### src/hw/rtl/fwm_pkg.sv
// Shared types, constants and helper functions for the filename wildcard matcher.
// Used by every module of the block; depends on nothing else.
`default_nettype none

package fwm_pkg;

  // Field and port widths.
  localparam int unsigned CharW    = 8;
  localparam int unsigned PosW     = 4;
  localparam int unsigned CfgIdxW  = 2;
  localparam int unsigned CfgDataW = 64;

  // Template geometry: register bytes, bytes in the low register, positions a
  // 4-bit index can reach.
  localparam int unsigned TemplateCharsDefault = 12;
  localparam int unsigned RegChars             = 12;
  localparam int unsigned LowChars             = 8;
  localparam int unsigned MaxChars             = 16;

  // Configuration register indexes.
  localparam logic [CfgIdxW-1:0] CfgTmplLow  = 2'd0;
  localparam logic [CfgIdxW-1:0] CfgTmplHigh = 2'd1;
  localparam logic [CfgIdxW-1:0] CfgTmplLen  = 2'd2;
  localparam logic [CfgIdxW-1:0] CfgFoldCase = 2'd3;

  // Special characters.
  localparam logic [CharW-1:0] DotChar   = 8'h2E;
  localparam logic [CharW-1:0] QueryChar = 8'h3F;
  localparam logic [CharW-1:0] StarChar  = 8'h2A;
  localparam logic [CharW-1:0] LowerA    = 8'h61;
  localparam logic [CharW-1:0] LowerZ    = 8'h7A;
  localparam logic [CharW-1:0] CaseDelta = 8'h20;

  // Template summary handed from the configuration block to the matcher.
  typedef struct packed {
    logic [PosW-1:0] len;        // clamped template length
    logic [PosW-1:0] dot;        // first dot, or the length when there is none
    logic [PosW-1:0] ext_start;  // first extension position
    logic            ext_star;   // character at ext_start is a star
    logic            fold;       // case folding enabled
  } tmpl_info_t;

  // Fold a lower-case letter to upper case when folding is enabled.
  function automatic logic [CharW-1:0] fold_char(input logic [CharW-1:0] c,
                                                 input logic             en);
    logic [CharW-1:0] r;
    r = c;
    if (en && (c >= LowerA) && (c <= LowerZ)) begin
      r = c - CaseDelta;
    end
    return r;
  endfunction

endpackage

`default_nettype wire

### src/hw/rtl/filename_wildcard_matcher.sv
// Filename wildcard matcher: one name character per request, verdict on the end marker.
// A request is taken into the input register and then updates the matcher state;
// an end marker's verdict goes into the result register. Throughput: one request per
// cycle; the input holds only while a verdict waits. Reset clears the valid flags and
// matcher state, not the held character or result bit, and loads the configuration
// reset values; no clearing pass. Depends on fwm_pkg, fwm_template and fwm_match.
`default_nettype none

module filename_wildcard_matcher #(
  parameter int unsigned TemplateChars = fwm_pkg::TemplateCharsDefault
) (
  input  wire logic                          clk_i,
  input  wire logic                          rst_ni,
  input  wire logic                          cfg_we_i,
  input  wire logic [fwm_pkg::CfgIdxW-1:0]   cfg_index_i,
  input  wire logic [fwm_pkg::CfgDataW-1:0]  cfg_data_i,
  input  wire logic                          in_valid_i,
  output logic                               in_stall_o,
  input  wire logic [fwm_pkg::CharW-1:0]     name_char_i,
  input  wire logic                          end_of_name_i,
  output logic                               out_valid_o,
  input  wire logic                          out_stall_i,
  output logic                               matched_o
);

  fwm_pkg::tmpl_info_t        tmpl;
  logic [fwm_pkg::CharW-1:0]  chars [fwm_pkg::MaxChars];
  logic                       in_valid_q;
  logic [fwm_pkg::CharW-1:0]  char_q;
  logic                       end_q;
  logic                       blocked;
  logic                       fire;
  logic                       verdict;
  logic                       out_valid_q;
  logic                       matched_q;

  fwm_template #(
    .TemplateChars (TemplateChars)
  ) u_template (
    .clk_i       (clk_i),
    .rst_ni      (rst_ni),
    .cfg_we_i    (cfg_we_i),
    .cfg_index_i (cfg_index_i),
    .cfg_data_i  (cfg_data_i),
    .tmpl_o      (tmpl),
    .chars_o     (chars)
  );

  // An end marker waits in the input register while a verdict is still unread.
  assign blocked    = in_valid_q && end_q && out_valid_q && out_stall_i;
  assign fire       = in_valid_q && !blocked;
  assign in_stall_o = blocked;

  // Input register.
  always_ff @(posedge clk_i or negedge rst_ni) begin
    if (!rst_ni) begin
      in_valid_q <= 1'b0;
    end else if (!blocked) begin
      in_valid_q <= in_valid_i;
    end
  end

  always_ff @(posedge clk_i) begin
    if (!blocked && in_valid_i) begin
      char_q <= name_char_i;
      end_q  <= end_of_name_i;
    end
  end

  fwm_match u_match (
    .clk_i     (clk_i),
    .rst_ni    (rst_ni),
    .fire_i    (fire),
    .end_i     (end_q),
    .char_i    (char_q),
    .tmpl_i    (tmpl),
    .chars_i   (chars),
    .verdict_o (verdict)
  );

  // Result register.
  always_ff @(posedge clk_i or negedge rst_ni) begin
    if (!rst_ni) begin
      out_valid_q <= 1'b0;
    end else if (fire && end_q) begin
      out_valid_q <= 1'b1;
    end else if (!out_stall_i) begin
      out_valid_q <= 1'b0;
    end
  end

  always_ff @(posedge clk_i) begin
    if (fire && end_q) begin
      matched_q <= verdict;
    end
  end

  assign out_valid_o = out_valid_q;
  assign matched_o   = matched_q;

endmodule

`default_nettype wire

### src/hw/rtl/fwm_template.sv
// Configuration registers of the matcher and the derived template summary.
// Depends on fwm_pkg.
`default_nettype none

module fwm_template #(
  parameter int unsigned TemplateChars = fwm_pkg::TemplateCharsDefault
) (
  input  wire logic                           clk_i,
  input  wire logic                           rst_ni,
  input  wire logic                           cfg_we_i,
  input  wire logic [fwm_pkg::CfgIdxW-1:0]    cfg_index_i,
  input  wire logic [fwm_pkg::CfgDataW-1:0]   cfg_data_i,
  output fwm_pkg::tmpl_info_t                 tmpl_o,
  output logic [fwm_pkg::CharW-1:0]           chars_o [fwm_pkg::MaxChars]
);

  localparam int unsigned StoredChars =
    (TemplateChars < fwm_pkg::RegChars) ? TemplateChars : fwm_pkg::RegChars;
  localparam logic [fwm_pkg::PosW:0] LenCap = (fwm_pkg::PosW + 1)'(TemplateChars);

  logic                       we_low, we_high, we_len, we_fold;
  logic [fwm_pkg::PosW-1:0]   len_q;
  logic                       fold_q;
  logic [fwm_pkg::PosW-1:0]   len_eff;
  logic [fwm_pkg::PosW-1:0]   dot;
  logic [fwm_pkg::PosW-1:0]   ext_start;
  logic [fwm_pkg::CharW-1:0]  chars [fwm_pkg::MaxChars];

  // Decode the register index into write enables.
  always_comb begin
    we_low  = 1'b0;
    we_high = 1'b0;
    we_len  = 1'b0;
    we_fold = 1'b0;
    case (cfg_index_i)
      fwm_pkg::CfgTmplLow:  we_low  = cfg_we_i;
      fwm_pkg::CfgTmplHigh: we_high = cfg_we_i;
      fwm_pkg::CfgTmplLen:  we_len  = cfg_we_i;
      fwm_pkg::CfgFoldCase: we_fold = cfg_we_i;
      default: ;
    endcase
  end

  // Template bytes; only the positions the length can reach are stored.
  for (genvar g = 0; g < StoredChars; g++) begin : g_char
    logic [fwm_pkg::CharW-1:0] char_q;
    if (g < fwm_pkg::LowChars) begin : g_low
      always_ff @(posedge clk_i or negedge rst_ni) begin
        if (!rst_ni) begin
          char_q <= '0;
        end else if (we_low) begin
          char_q <= cfg_data_i[fwm_pkg::CharW*g +: fwm_pkg::CharW];
        end
      end
    end else begin : g_high
      always_ff @(posedge clk_i or negedge rst_ni) begin
        if (!rst_ni) begin
          char_q <= '0;
        end else if (we_high) begin
          char_q <= cfg_data_i[fwm_pkg::CharW*(g-fwm_pkg::LowChars) +: fwm_pkg::CharW];
        end
      end
    end
    assign chars[g] = fwm_pkg::fold_char(char_q, fold_q);
  end

  // Positions beyond the stored bytes read as zero.
  for (genvar g = StoredChars; g < fwm_pkg::MaxChars; g++) begin : g_zero
    assign chars[g] = '0;
  end

  // Length and case-folding registers.
  always_ff @(posedge clk_i or negedge rst_ni) begin
    if (!rst_ni) begin
      len_q  <= '0;
      fold_q <= 1'b1;
    end else begin
      if (we_len) begin
        len_q <= cfg_data_i[fwm_pkg::PosW-1:0];
      end
      if (we_fold) begin
        fold_q <= cfg_data_i[0];
      end
    end
  end

  // Clamp the length to the template capacity.
  assign len_eff = ({1'b0, len_q} > LenCap) ? LenCap[fwm_pkg::PosW-1:0] : len_q;

  // Find the first dot inside the valid length; lowest position wins.
  always_comb begin
    dot = len_eff;
    for (int i = fwm_pkg::MaxChars - 1; i >= 0; i--) begin
      if ((fwm_pkg::PosW'(i) < len_eff) && (chars[i] == fwm_pkg::DotChar)) begin
        dot = fwm_pkg::PosW'(i);
      end
    end
  end

  assign ext_start = (dot < len_eff) ? dot + 1'b1 : dot;

  assign tmpl_o.len       = len_eff;
  assign tmpl_o.dot       = dot;
  assign tmpl_o.ext_start = ext_start;
  assign tmpl_o.ext_star  = (chars[ext_start] == fwm_pkg::StarChar);
  assign tmpl_o.fold      = fold_q;
  assign chars_o          = chars;

endmodule

`default_nettype wire

### src/hw/rtl/fwm_match.sv
// Per-name matching state and the per-character step and verdict logic.
// Depends on fwm_pkg.
`default_nettype none

module fwm_match (
  input  wire logic                          clk_i,
  input  wire logic                          rst_ni,
  input  wire logic                          fire_i,
  input  wire logic                          end_i,
  input  wire logic [fwm_pkg::CharW-1:0]     char_i,
  input  wire fwm_pkg::tmpl_info_t           tmpl_i,
  input  wire logic [fwm_pkg::CharW-1:0]     chars_i [fwm_pkg::MaxChars],
  output logic                               verdict_o
);

  logic [fwm_pkg::PosW-1:0]  pos_q, pos_d;
  logic                      in_ext_q, in_ext_d;
  logic                      skip_q, skip_d;
  logic                      failed_q, failed_d;
  logic                      star_q, star_d;
  logic [fwm_pkg::CharW-1:0] c;
  logic [fwm_pkg::CharW-1:0] t;
  logic                      hit;
  logic                      name_short;

  assign c   = fwm_pkg::fold_char(char_i, tmpl_i.fold);
  assign t   = chars_i[pos_q];
  assign hit = (c == t) || (t == fwm_pkg::QueryChar);

  // The template name part still holds a character that is not a star.
  assign name_short = !skip_q && (pos_q < tmpl_i.dot) && (t != fwm_pkg::StarChar);

  // Advance the state by one character, or clear it at the end of a name.
  always_comb begin
    pos_d    = pos_q;
    in_ext_d = in_ext_q;
    skip_d   = skip_q;
    failed_d = failed_q;
    star_d   = star_q;
    if (fire_i) begin
      if (end_i) begin
        pos_d    = '0;
        in_ext_d = 1'b0;
        skip_d   = 1'b0;
        failed_d = 1'b0;
        star_d   = 1'b0;
      end else if (failed_q || star_q) begin
        // The outcome is settled; ignore further characters.
      end else if (!in_ext_q) begin
        if (c == fwm_pkg::DotChar) begin
          if (name_short) begin
            failed_d = 1'b1;
          end
          in_ext_d = 1'b1;
          skip_d   = 1'b0;
          pos_d    = tmpl_i.ext_start;
        end else if (skip_q) begin
          // A star swallows the rest of the name part.
        end else if (pos_q >= tmpl_i.dot) begin
          failed_d = 1'b1;
        end else if (hit) begin
          pos_d = pos_q + 1'b1;
        end else if (t == fwm_pkg::StarChar) begin
          skip_d = 1'b1;
        end else begin
          failed_d = 1'b1;
        end
      end else begin
        if (pos_q >= tmpl_i.len) begin
          failed_d = 1'b1;
        end else if (hit) begin
          pos_d = pos_q + 1'b1;
        end else if (t == fwm_pkg::StarChar) begin
          star_d = 1'b1;
        end else begin
          failed_d = 1'b1;
        end
      end
    end
  end

  // Verdict for an end marker, from the state before it.
  always_comb begin
    if (failed_q) begin
      verdict_o = 1'b0;
    end else if (star_q) begin
      verdict_o = 1'b1;
    end else if (!in_ext_q) begin
      if (name_short) begin
        verdict_o = 1'b0;
      end else begin
        verdict_o = (tmpl_i.ext_start >= tmpl_i.len) || tmpl_i.ext_star;
      end
    end else begin
      verdict_o = (pos_q >= tmpl_i.len) || (t == fwm_pkg::StarChar);
    end
  end

  // Per-name state registers.
  always_ff @(posedge clk_i or negedge rst_ni) begin
    if (!rst_ni) begin
      pos_q    <= '0;
      in_ext_q <= 1'b0;
      skip_q   <= 1'b0;
      failed_q <= 1'b0;
      star_q   <= 1'b0;
    end else begin
      pos_q    <= pos_d;
      in_ext_q <= in_ext_d;
      skip_q   <= skip_d;
      failed_q <= failed_d;
      star_q   <= star_d;
    end
  end

endmodule

`default_nettype wire

### config.mk
export PLATFORM = sky130hd
export DESIGN_NAME = filename_wildcard_matcher
export DESIGN_NICKNAME = d
export VERILOG_FILES = /design/src/hw/rtl/fwm_pkg.sv /design/src/hw/rtl/filename_wildcard_matcher.sv /design/src/hw/rtl/fwm_template.sv /design/src/hw/rtl/fwm_match.sv
export SDC_FILE = /design/constraint.sdc
export NUM_CORES = 1
export LEC_CHECK = 0
export BUFFER_PORTS_ARGS = -buffer_cell sky130_fd_sc_hd__buf_2
export CORE_ASPECT_RATIO = 1.2
export CORE_MARGIN = 3
export CORE_UTILIZATION = 54
export CTS_CLUSTER_DIAMETER = 30
export DETAILED_ROUTE_END_ITERATION = 10
export PLACE_DENSITY = 0.82
export SYNTH_ARGS = -nofsm -noshare
export SYNTH_HDL_FRONTEND = slang
export SYNTH_SLANG_ARGS = --single-unit
### constraint.sdc
create_clock -name clk_i -period 4.5 [get_ports clk_i]
set_input_delay 0.45 -clock clk_i [delete_from_list [all_inputs] [get_ports clk_i]]
set_output_delay 0.45 -clock clk_i [all_outputs]
set_load 0.01 [all_outputs]
After elaboration in Yosys (flattened, before gate mapping) --
Cells that the tools add are included.
Storage, ports and cells: word-level logic and storage cells 255, bits in registers 121, output and inout bits 3, bits of input ports 80
Cells by class: order comparisons 46, $add $sub $neg 15, bitwise gates (word level) 2, muxes and demuxes 78, reductions and logical operators 60, eq/ne operators 30
Operator list (number):
- 8-bit two-way mux | 17
- 8-bit by 6-bit == test with 1-bit output (second input constant) | 16
- 8-bit by 7-bit >= comparator with 1-bit output (second input constant) | 13
- 8-bit by 7-bit less-or-equal comparator with 1-bit output (second input constant) | 13
- 8-bit by 6-bit subtractor with 8-bit output (second input constant) | 13
- 4-bit two-way mux | 22
- 8-bit binary-select mux with 4-bit select | 2
- 1-bit logical AND | 46
- 1-bit two-way mux | 37
- 3-bit by 4-bit < comparator with 1-bit output (first input constant) | 4
- 4-bit < comparator (first input constant) | 4
- 4-bit >= comparator | 3
- 5-bit >= comparator (second input constant) | 2
- 4-bit inverter with 5-bit output | 2
- 4-bit by 1-bit adder with 4-bit output (second input constant) | 2
- 8-bit == test | 1
- 1-bit by 4-bit < comparator with 1-bit output (first input constant) | 2
- 2-bit by 4-bit < comparator with 1-bit output (first input constant) | 2
- 4-bit < comparator | 2
- 2-bit inequality test (second input constant) | 4
- 4-bit by 2-bit inequality test with 1-bit output (second input constant) | 2
- 8-bit by 6-bit inequality test with 1-bit output (second input constant) | 1
- 6-bit AND reduction | 1
- 5-bit AND reduction | 1
- other kinds (13) | 19

Depth between registers and ports, before layout --
Gate-level depths: netlist of the first run.
depth in word-level cells 29, depth in mapped cells 22

Modules after synthesis --
From an unflattened synthesis of the first run, not the netlist that was laid out.
Unflattened totals: cells, all modules 909, area, all modules 9176.3 um^2
By module, submodules not included:
- fwm_template | area each 6394.9 um^2, sequential area each 2528.7 um^2, cells an instance 626, instances 1
- fwm_match | area each 2382.3 um^2, sequential area each 200.2 um^2, cells an instance 261, instances 1
- filename_wildcard_matcher | area each 399.1 um^2, sequential area each 350.3 um^2, cells an instance 22, instances 1

Least setup slack after synthesis of the first run --
OpenSTA, ideal clock, no wires.
kind reg2reg, from register u_template.g_char[6].char_q[4] (netlist name), to register matched_q, in the netlist matched_o (data pin), period minus slack after synthesis 4.744 ns, buffers on the path 1, arrival time 4.473 ns, data required time 4.228 ns, setup slack -0.244 ns, stages on the path, launching flop included 21, library setup time 0.272 ns, cell sequence dfrtp_1 or4b_2 nor4_1 o211ai_1 o211ai_1 and2_1 clkbuf_1 ha_1 a21o_1 a21oi_1 o21a_1 nand2_1 a41oi_1 xnor2_1 inv_1 ha_1 nand2_1 a21oi_2 a211o_1 a2111oi_2 a31oi_1
Between the ends: word-level cells in the longest chain between the ends 24
Ends and longest elaborated chain:
- from (decl) | line fwm_template.sv:46 | logic [fwm_pkg::CharW-1:0] char_q;
- from (signal assigned) | line fwm_template.sv:52 | char_q <= cfg_data_i[fwm_pkg::CharW*g +: fwm_pkg::CharW];
- 8-bit by 7-bit >= comparator with 1-bit output | line fwm_pkg.sv:48 | if (en && (c >= LowerA) && (c <= LowerZ)) begin
- 1-bit logical AND (2 in series) | line fwm_pkg.sv:48
- 8-bit two-way mux (*) | line fwm_pkg.sv:48
- 8-bit by 6-bit == test with 1-bit output | line fwm_template.sv:94 | if ((fwm_pkg::PosW'(i) < len_eff) && (chars[i] == fwm_pkg::DotChar)) begin
- 1-bit logical AND | line fwm_template.sv:94
- 4-bit two-way mux (7 in series) | line fwm_template.sv:94
- 4-bit by 1-bit adder with 4-bit output / 4-bit < comparator (equally long branches) | line fwm_template.sv:100 | assign ext_start = (dot < len_eff) ? dot + 1'b1 : dot;
- 4-bit two-way mux | line fwm_template.sv:100
- 4-bit inverter with 5-bit output (implied by the code) | line fwm_template.sv:105 | assign tmpl_o.ext_star = (chars[ext_start] == fwm_pkg::StarChar);
- 8-bit binary-select mux with 4-bit select | line fwm_template.sv:105
- 8-bit two-way mux (implied by the code) (2 in series) | line fwm_template.sv:105
- 8-bit by 6-bit == test with 1-bit output | line fwm_template.sv:105
- 1-bit logical OR | line fwm_match.sv:92 | verdict_o = (tmpl_i.ext_start >= tmpl_i.len) || tmpl_i.ext_star;
- 1-bit two-way mux | line fwm_match.sv:89 | if (name_short) begin
- 1-bit two-way mux (*) | line fwm_match.sv:88 | end else if (!in_ext_q) begin
- 1-bit two-way mux (*) | line fwm_match.sv:86 | end else if (star_q) begin
- to (signal assigned) | line filename_wildcard_matcher.sv:94 | matched_q <= verdict;
- to (decl) | line filename_wildcard_matcher.sv:35 | logic matched_q;
Mark *: on every way between the ends. The rest lies on a longest branch, timed or not. The select of a mux whose other input is x is not followed. A chain may end at the register's enable or synchronous reset.

Worst setup path in the final report of the first run --
from register u_template.g_char[8].char_q[0] (netlist name), to register matched_q, in the netlist matched_o (data pin)
Between the ends: word-level cells in the longest chain between the ends 26
Ends and longest elaborated chain:
- from (decl) | line fwm_template.sv:46
- from (signal assigned) | line fwm_template.sv:60 | char_q <= cfg_data_i[fwm_pkg::CharW*(g-fwm_pkg::LowChars) +: fwm_pkg::CharW];
- 8-bit by 7-bit >= comparator with 1-bit output | line fwm_pkg.sv:48
- 1-bit logical AND (2 in series) | line fwm_pkg.sv:48
- 8-bit two-way mux (*) | line fwm_pkg.sv:48
- 8-bit by 6-bit == test with 1-bit output | line fwm_template.sv:94
- 1-bit logical AND | line fwm_template.sv:94
- 4-bit two-way mux (9 in series) | line fwm_template.sv:94
- 4-bit by 1-bit adder with 4-bit output / 4-bit < comparator (equally long branches) | line fwm_template.sv:100
- 4-bit two-way mux | line fwm_template.sv:100
- 4-bit inverter with 5-bit output (implied by the code) | line fwm_template.sv:105
- 8-bit binary-select mux with 4-bit select | line fwm_template.sv:105
- 8-bit two-way mux (implied by the code) (2 in series) | line fwm_template.sv:105
- 8-bit by 6-bit == test with 1-bit output | line fwm_template.sv:105
- 1-bit logical OR | line fwm_match.sv:92
- 1-bit two-way mux | line fwm_match.sv:89
- 1-bit two-way mux (*) | line fwm_match.sv:88
- 1-bit two-way mux (*) | line fwm_match.sv:86
Marks and branches as above.

==> impl_metrics.tcl, run 1 <==
set metrics [dict create \
    slowest_stage "or4b_4" \
    p_leak_uw 0.004047 \
    cts-hold-fix-buffers 0 \
    num-fill-cells 1049 \
    hold_viol 0 \
    synth_top_area_share_pct 34.88 \
    cts_htree_levels 4 \
    synth-async-reset-ratio_pct 91.74 \
    layout_setup_ws_ns 0.1510 \
    synth_nets 908 \
    setup.worst_path.class "reg -> reg" \
    drtIter0Drc 766 \
    clk_pin_slew_ns 0.06 \
    first_pass_iters 5 \
    syn_area_um2 7891 \
    fin_crit_sh_pct 96.65 \
    synth_top_cells_by_area "dfrtp_1 (35%), mux2_2 (12%), ha_1 (4.6%)" \
    cp_cell_sequence "or4b_4 > or4_4 > nand4_1 > o211ai_1 > and2_4 > ha_4 > a21o_1 > a21oi_2 > o21a_1 > nand2_1 > a41oi_2 > xnor2_2 > inv_1 > ha_1 > nand2_1 > a21oi_2 > a211o_1 > a2111oi_4 > a31oi_1" \
    worstPathMaxFanout 3 \
    io_pins 83 \
    finalWirelength_um 22770 \
    synth_common_cells "dfrtp_1 (110), mux2_2 (84), nand2_1 (75)" \
    synthCells 799 \
    start_kind "flip-flop" \
    std_cell_rows 47 \
    dp.cells 1059 \
    synth_edf_count 10 \
    cts-root-buf "clkbuf_16" \
    die_w_um 116.4 \
    seqCellArea_um2 3080 \
    outcome "finished, final reports clean" \
    yosysSeqAreaShare_pct 39.02 \
    cts.path.max_buffers 2 \
    relSlewSlack_pct 29.35 \
    syn_avg_cell_area_um2 9.876 \
    ys.flop_type "dfrtp_1" \
    power_uw 4790 \
    numCtsBuffers 17 \
    wl_per_cell_um 20.87 \
    max_freq_mhz 229.9 \
    finalSetupTns_ns 0 \
    synthDistinctLibCells 76 \
    drc 0 \
    worst_slew_pin_slew_ns 1.060 \
    cts.sinks 121 \
    power_density_nw_per_um2 509.7 \
    die_area_um2 16110 \
    io_buffers 82 \
    grt_overflow 0 \
    vias 7190 \
    multi_input_area_um2 4561 \
    antenna_found_initial 0 \
    vias_per_cell 6.590 \
    peakVddDrop_v 0.0004068 \
    ant_nets 0 \
    crit_path_end_kind "flip-flop" \
    path_delay_family "simple AND/OR/NAND/NOR gates" \
    ys_ff_latch 121 \
    instances_no_fill 1091 \
    core_um2 14050 \
    maxSlewViolCount 0 \
    path_buf_inv 1 \
    dp_hpwl_um 16720 \
    nets 1017 \
    synth_most_common_cell "dfrtp_1" \
    start_util_pct 56.15 \
    clock_latency_ns 0.43 \
    min_path_type "in -> async" \
    grt_usage_pct 29.53 \
    timing.rr.start "u_template.g_char[8].char_q[0]$_DFFE_PN0P_" \
    grt_pass1_wl_um 37040 \
    syn2layout_area_growth_pct 19.09 \
    grt_pass1_vias 7105 \
    max_stage_delay_ns 0.56 \
    finalClockSkew_ns 0.01001 \
    yosys_warnings 0 \
    place_ws_ns 0.06077 \
    setup_viol 0 \
    cts_tree "done" \
    diodes 0 \
    period_needed_ns 4.349 \
    cp-startpoint "u_template.g_char[8].char_q[0]$_DFFE_PN0P_" \
    die_height_um 138.4 \
    synth_area_leader_cell "dfrtp_1" \
    gp_congestion 0.9655 \
    max_cap_viol_count 0 \
    drive_gt1_share_pct 30.33 \
    rsz0062_at_grt "yes" \
    cp_data_arrival_time_ns 4.52 \
    critPathRequiredTime_ns 4.67 \
    grt_max_degree 85 \
]
-- where the power goes --
group / internal (µW) / total (µW) / switching [µW] / leakage, µW
Sequential: 1290 / 1620 / 327 / 0.00143
Clock: 899 / 1390 / 490 / 0.000297
Combinational: 841 / 1780 / 940 / 0.00232
Total: 3030 / 4790 / 1760 / 0.00405
-- final cells by class --
class	count	area share, %
Inverter	55	2.197
Clock inverter	7	0.9320
Clock buffer	24	5.459
Timing Repair Buffer	125	7.829
Tap cell	171	2.277
Multi-Input combinational cell	588	48.53
Sequential cell	121	32.78
-- stage by stage --
step | hold WS, ns | utilization [%] | cell area, µm²
finish | 0.1735 | 66.87 | 9398
global route | 0.1849 | 66.87 | 9398
CTS | 0.1834 | 66.60 | 9360
detailed placement | 0.5165 | 62.33 | 8760
global placement | 0.4939 | 62.33 | 8760
floorplan | 0.1544 | - | 7949
-- repair_timing --
item,4_1_cts,5_1_grt
gates resized for setup,0,5
setup buffers,0,1
setup endpoints to repair,0,3
-- cells by family after synthesis --
group,count (synthesis),share of synthesized area [%]
and+or+nand+nor,263,18.17
AOI/OAI and AO/OA,177,15.63
DFF,121,39.02
muxes,111,17.38
buffers and inverters,90,4.313
adders and majority gates,29,4.598
xor gates and xnor gates,8,0.8878
-- metal layers --
layer | global-route usage [%] | part of all wire [%]
met1 | 36.65 | 39
met3 | 6.294 | 7.2
met2 | 48.40 | 49
met4 | 14.17 | 5.0
met5 | 0 | 0
-- final timing paths --
check	end	slack (ns)	depth (start not counted)
setup / recovery	matched_o$_SDFFCE_PP0P_	0.15	19
hold / removal	u_template.g_char[11].char_q[3]$_DFFE_PN0P_	0.17	1
setup reg to reg	matched_o$_SDFFCE_PP0P_	0.15	19
hold reg to reg	out_valid_o$_DFFE_PN0P_	0.52	2
max in group asynchronous	u_match.star_q$_DFFE_PN0P_	3.31	2
min in group clk_i	char_q[5]$_DFFE_PP_	0.20	1
-- cell usage in the layout (no fill, tap or decap), types with 14 or more instances in the layout --
master     instances
or4_1             16
ha_1              28
o311ai_0          21
inv_1             54
a21oi_1           29
clkbuf_16         18
nand3_1           29
mux2i_1           14
buf_4             44
nand2_1           75
nor2_1            37
o21ai_0           39
mux2_2            84
buf_2             81
dfrtp_1          109
-- worst register-to-register path: stages (launching register included) --
cell and delay (ns):
dfrtp_1 0.39, or4b_4 0.56, or4_4 0.54, nand4_1 0.11, o211ai_1 0.10, and2_4 0.17
ha_4 0.21, a21o_1 0.16, a21oi_2 0.14, o21a_1 0.14, nand2_1 0.07, a41oi_2 0.20
xnor2_2 0.14, inv_1 0.08, ha_1 0.29, nand2_1 0.08, a21oi_2 0.04, a211o_1 0.26
a2111oi_4 0.30, a31oi_1 0.13
-- flip-flops by register name, indices dropped and copies added, names as in the netlist --
register and flops:
u_template.g_char.char_q 96, u_match.pos_q 4, in_valid_q 1, end_q 1, u_template.fold_q 1, u_match.skip_q 1
out_valid_o 1, u_match.failed_q 1, u_template.len_q 4, u_match.in_ext_q 1, u_match.star_q 1, matched_o 1
char_q 8
Power figures use the tool's default switching activity.
==> inputs of run 2 (changes only) <==
Settings changed: CORE_ASPECT_RATIO 1.2 to unset, CORE_MARGIN 3 to unset.
==> impl_metrics.tcl, run 2 (same netlist as run 1, synthesis figures left out) <==
set metrics [dict create \
    outcome "finished, final reports clean" \
    cp_cell_sequence "or4b_4 > or4_4 > nand4_1 > o211ai_1 > and2_4 > ha_4 > a21o_1 > a21oi_2 > o21a_1 > nand2_1 > a41oi_2 > xnor2_2 > inv_2 > ha_4 > nand2_1 > a21oi_2 > a211o_1 > a2111oi_2 > a31oi_1" \
    cp_data_arrival_time_ns 4.50 \
    diodes 0 \
    grt_usage_pct 32.45 \
    die_w_um 122.9 \
    top_regs "u_template.g_char.char_q: 96 flops, char_q: 8 flops" \
    drtIter0Drc 733 \
    finalSetupTns_ns 0 \
    core_um2 14040 \
    vias 7179 \
    wl_per_cell_um 20.42 \
    ant_nets 0 \
    placedInstanceArea_um2 8836 \
    gp_congestion 0.9733 \
    start_util_pct 56.20 \
    power_density_nw_per_um2 505.3 \
    hold_viol 0 \
    drc 0 \
    grt_pass1_wl_um 36690 \
    setup_viol 0 \
    finalClockSkew_ns 0.007741 \
    rrSetupSlack_ns 0.17 \
    vias_per_cell 6.473 \
    first_pass_iters 5 \
    clock_latency_ns 0.43 \
    cts.sinks 121 \
    worst_slew_pin_slew_ns 1.005 \
    max_stage_delay_ns 0.55 \
    std_cell_rows 43 \
    start_kind "flip-flop" \
    instances_no_fill 1109 \
    cts_htree_levels 4 \
    regMostFlops "u_template.g_char.char_q" \
    largest_reg_flops 96 \
    worstPathMaxFanout 4 \
    grt_max_degree 85 \
    final_cell_mix "dfrtp_1 (109), mux2_2 (84), buf_2 (81)" \
    cts-root-buf "clkbuf_16" \
    clk_pin_slew_ns 0.06 \
    maxSlewViolCount 0 \
    relSlewSlack_pct 32.99 \
    fin_crit_sh_pct 96.18 \
    io_pins 83 \
    dp_hpwl_um 16560 \
    setup.worst_path.class "reg -> reg" \
    cts.path.max_buffers 2 \
    finalWirelength_um 22650 \
    peakVddDrop_v 0.0003558 \
    crit_path_end_kind "flip-flop" \
    max_freq_mhz 231.0 \
    period_needed_ns 4.328 \
    grt_pass1_vias 7029 \
    layout_setup_ws_ns 0.1718 \
    critPathRequiredTime_ns 4.67 \
    syn2layout_area_growth_pct 19.77 \
    place_ws_ns -0.01909 \
    io_buffers 82 \
    drive_gt1_share_pct 31.11 \
    min_path_type "in -> reg" \
    die_area_um2 15100 \
    dp.cells 1075 \
    power_uw 4776 \
    numCtsBuffers 17 \
    die_height_um 122.9 \
    final_common_cell "dfrtp_1" \
    stdcell_area_um2 9452 \
    max_cap_viol_count 0 \
    nets 1025 \
    p_leak_uw 0.004067 \
    grt_overflow 0 \
    antenna_found_initial 0 \
    slowest_stage "or4b_4" \
    cts_tree "done" \
]
[run 2: layer usage]
metal	up-vias	part of all wire, %	GRT usage [%]
met5	-	0	0
met4	0	3.1	11.36
met3	61	8.2	6.970
li1	3267	-	-
met1	3501	41	42.23
met2	350	48	53.37
[run 2: final cells by class]
type | instances | area [µm²]
well taps | 180 | 225.2
inverters | 55 | 206.4
fillers | 1098 | 4591
clock inverters | 14 | 147.6
clock buffers | 18 | 429.2
flip-flops and latches | 121 | 3080
multi-input cells | 588 | 4552
repair buffers | 133 | 810.8
[run 2: path summary, 6_finish.rpt]
| path | cells past startpoint | startpoint | endpoint |
|---|---|---|---|
| max | 19 | u_template.g_char[8].char_q[0]$_DFFE_PN0P_ | matched_o$_SDFFCE_PP0P_ |
| min | 1 | name_char_i[4] | char_q[4]$_DFFE_PP_ |
| max reg2reg | 19 | u_template.g_char[8].char_q[0]$_DFFE_PN0P_ | matched_o$_SDFFCE_PP0P_ |
| min reg2reg | 2 | in_valid_q$_DFFE_PN0N_ | out_valid_o$_DFFE_PN0P_ |
| max in group asynchronous | 3 | rst_ni | u_match.pos_q[1]$_DFFE_PN0P_ |
| min in group asynchronous | 2 | rst_ni | u_template.g_char[2].char_q[3]$_DFFE_PN0P_ |
[run 2: critical path, delay by kind of cell (launching register included)]
family / cells / cell delay [ns]
adder cells (fa/ha/maj): 2 / 0.45
AND/OR/NAND/NOR: 6 / 1.50
XOR/XNOR: 1 / 0.17
flip-flops: 1 / 0.38
buffers and inverters: 1 / 0.08
AO/OA/AOI/OAI: 9 / 1.48
[run 2: what timing repair did]
action	in CTS	in global routing
endpoints found under the setup margin	1	1
endpoints found under the hold margin	27	0
hold buffers	1	0
resized for setup	1	4
pin swaps	0	5
setup buffers	0	1
[run 2: stage by stage]
| step | hold slack (ns) | utilization [%] |
|---|---|---|
| detailed placement | 0.4349 | 62.92 |
| floorplan | 0.1544 | - |
| finish | 0.1967 | 67.31 |
| global placement | 0.4385 | 62.92 |
| global route | 0.1869 | 67.31 |
| CTS | 0.1868 | 67.12 |
[run 2: power breakdown]
part	total (µW)	internal (µW)	leakage (µW)	switching (µW)
combinational	1860	860	0.00236	997
clock	1340	815	0.000280	523
sequential	1580	1290	0.00143	287
total	4780	2970	0.00407	1810
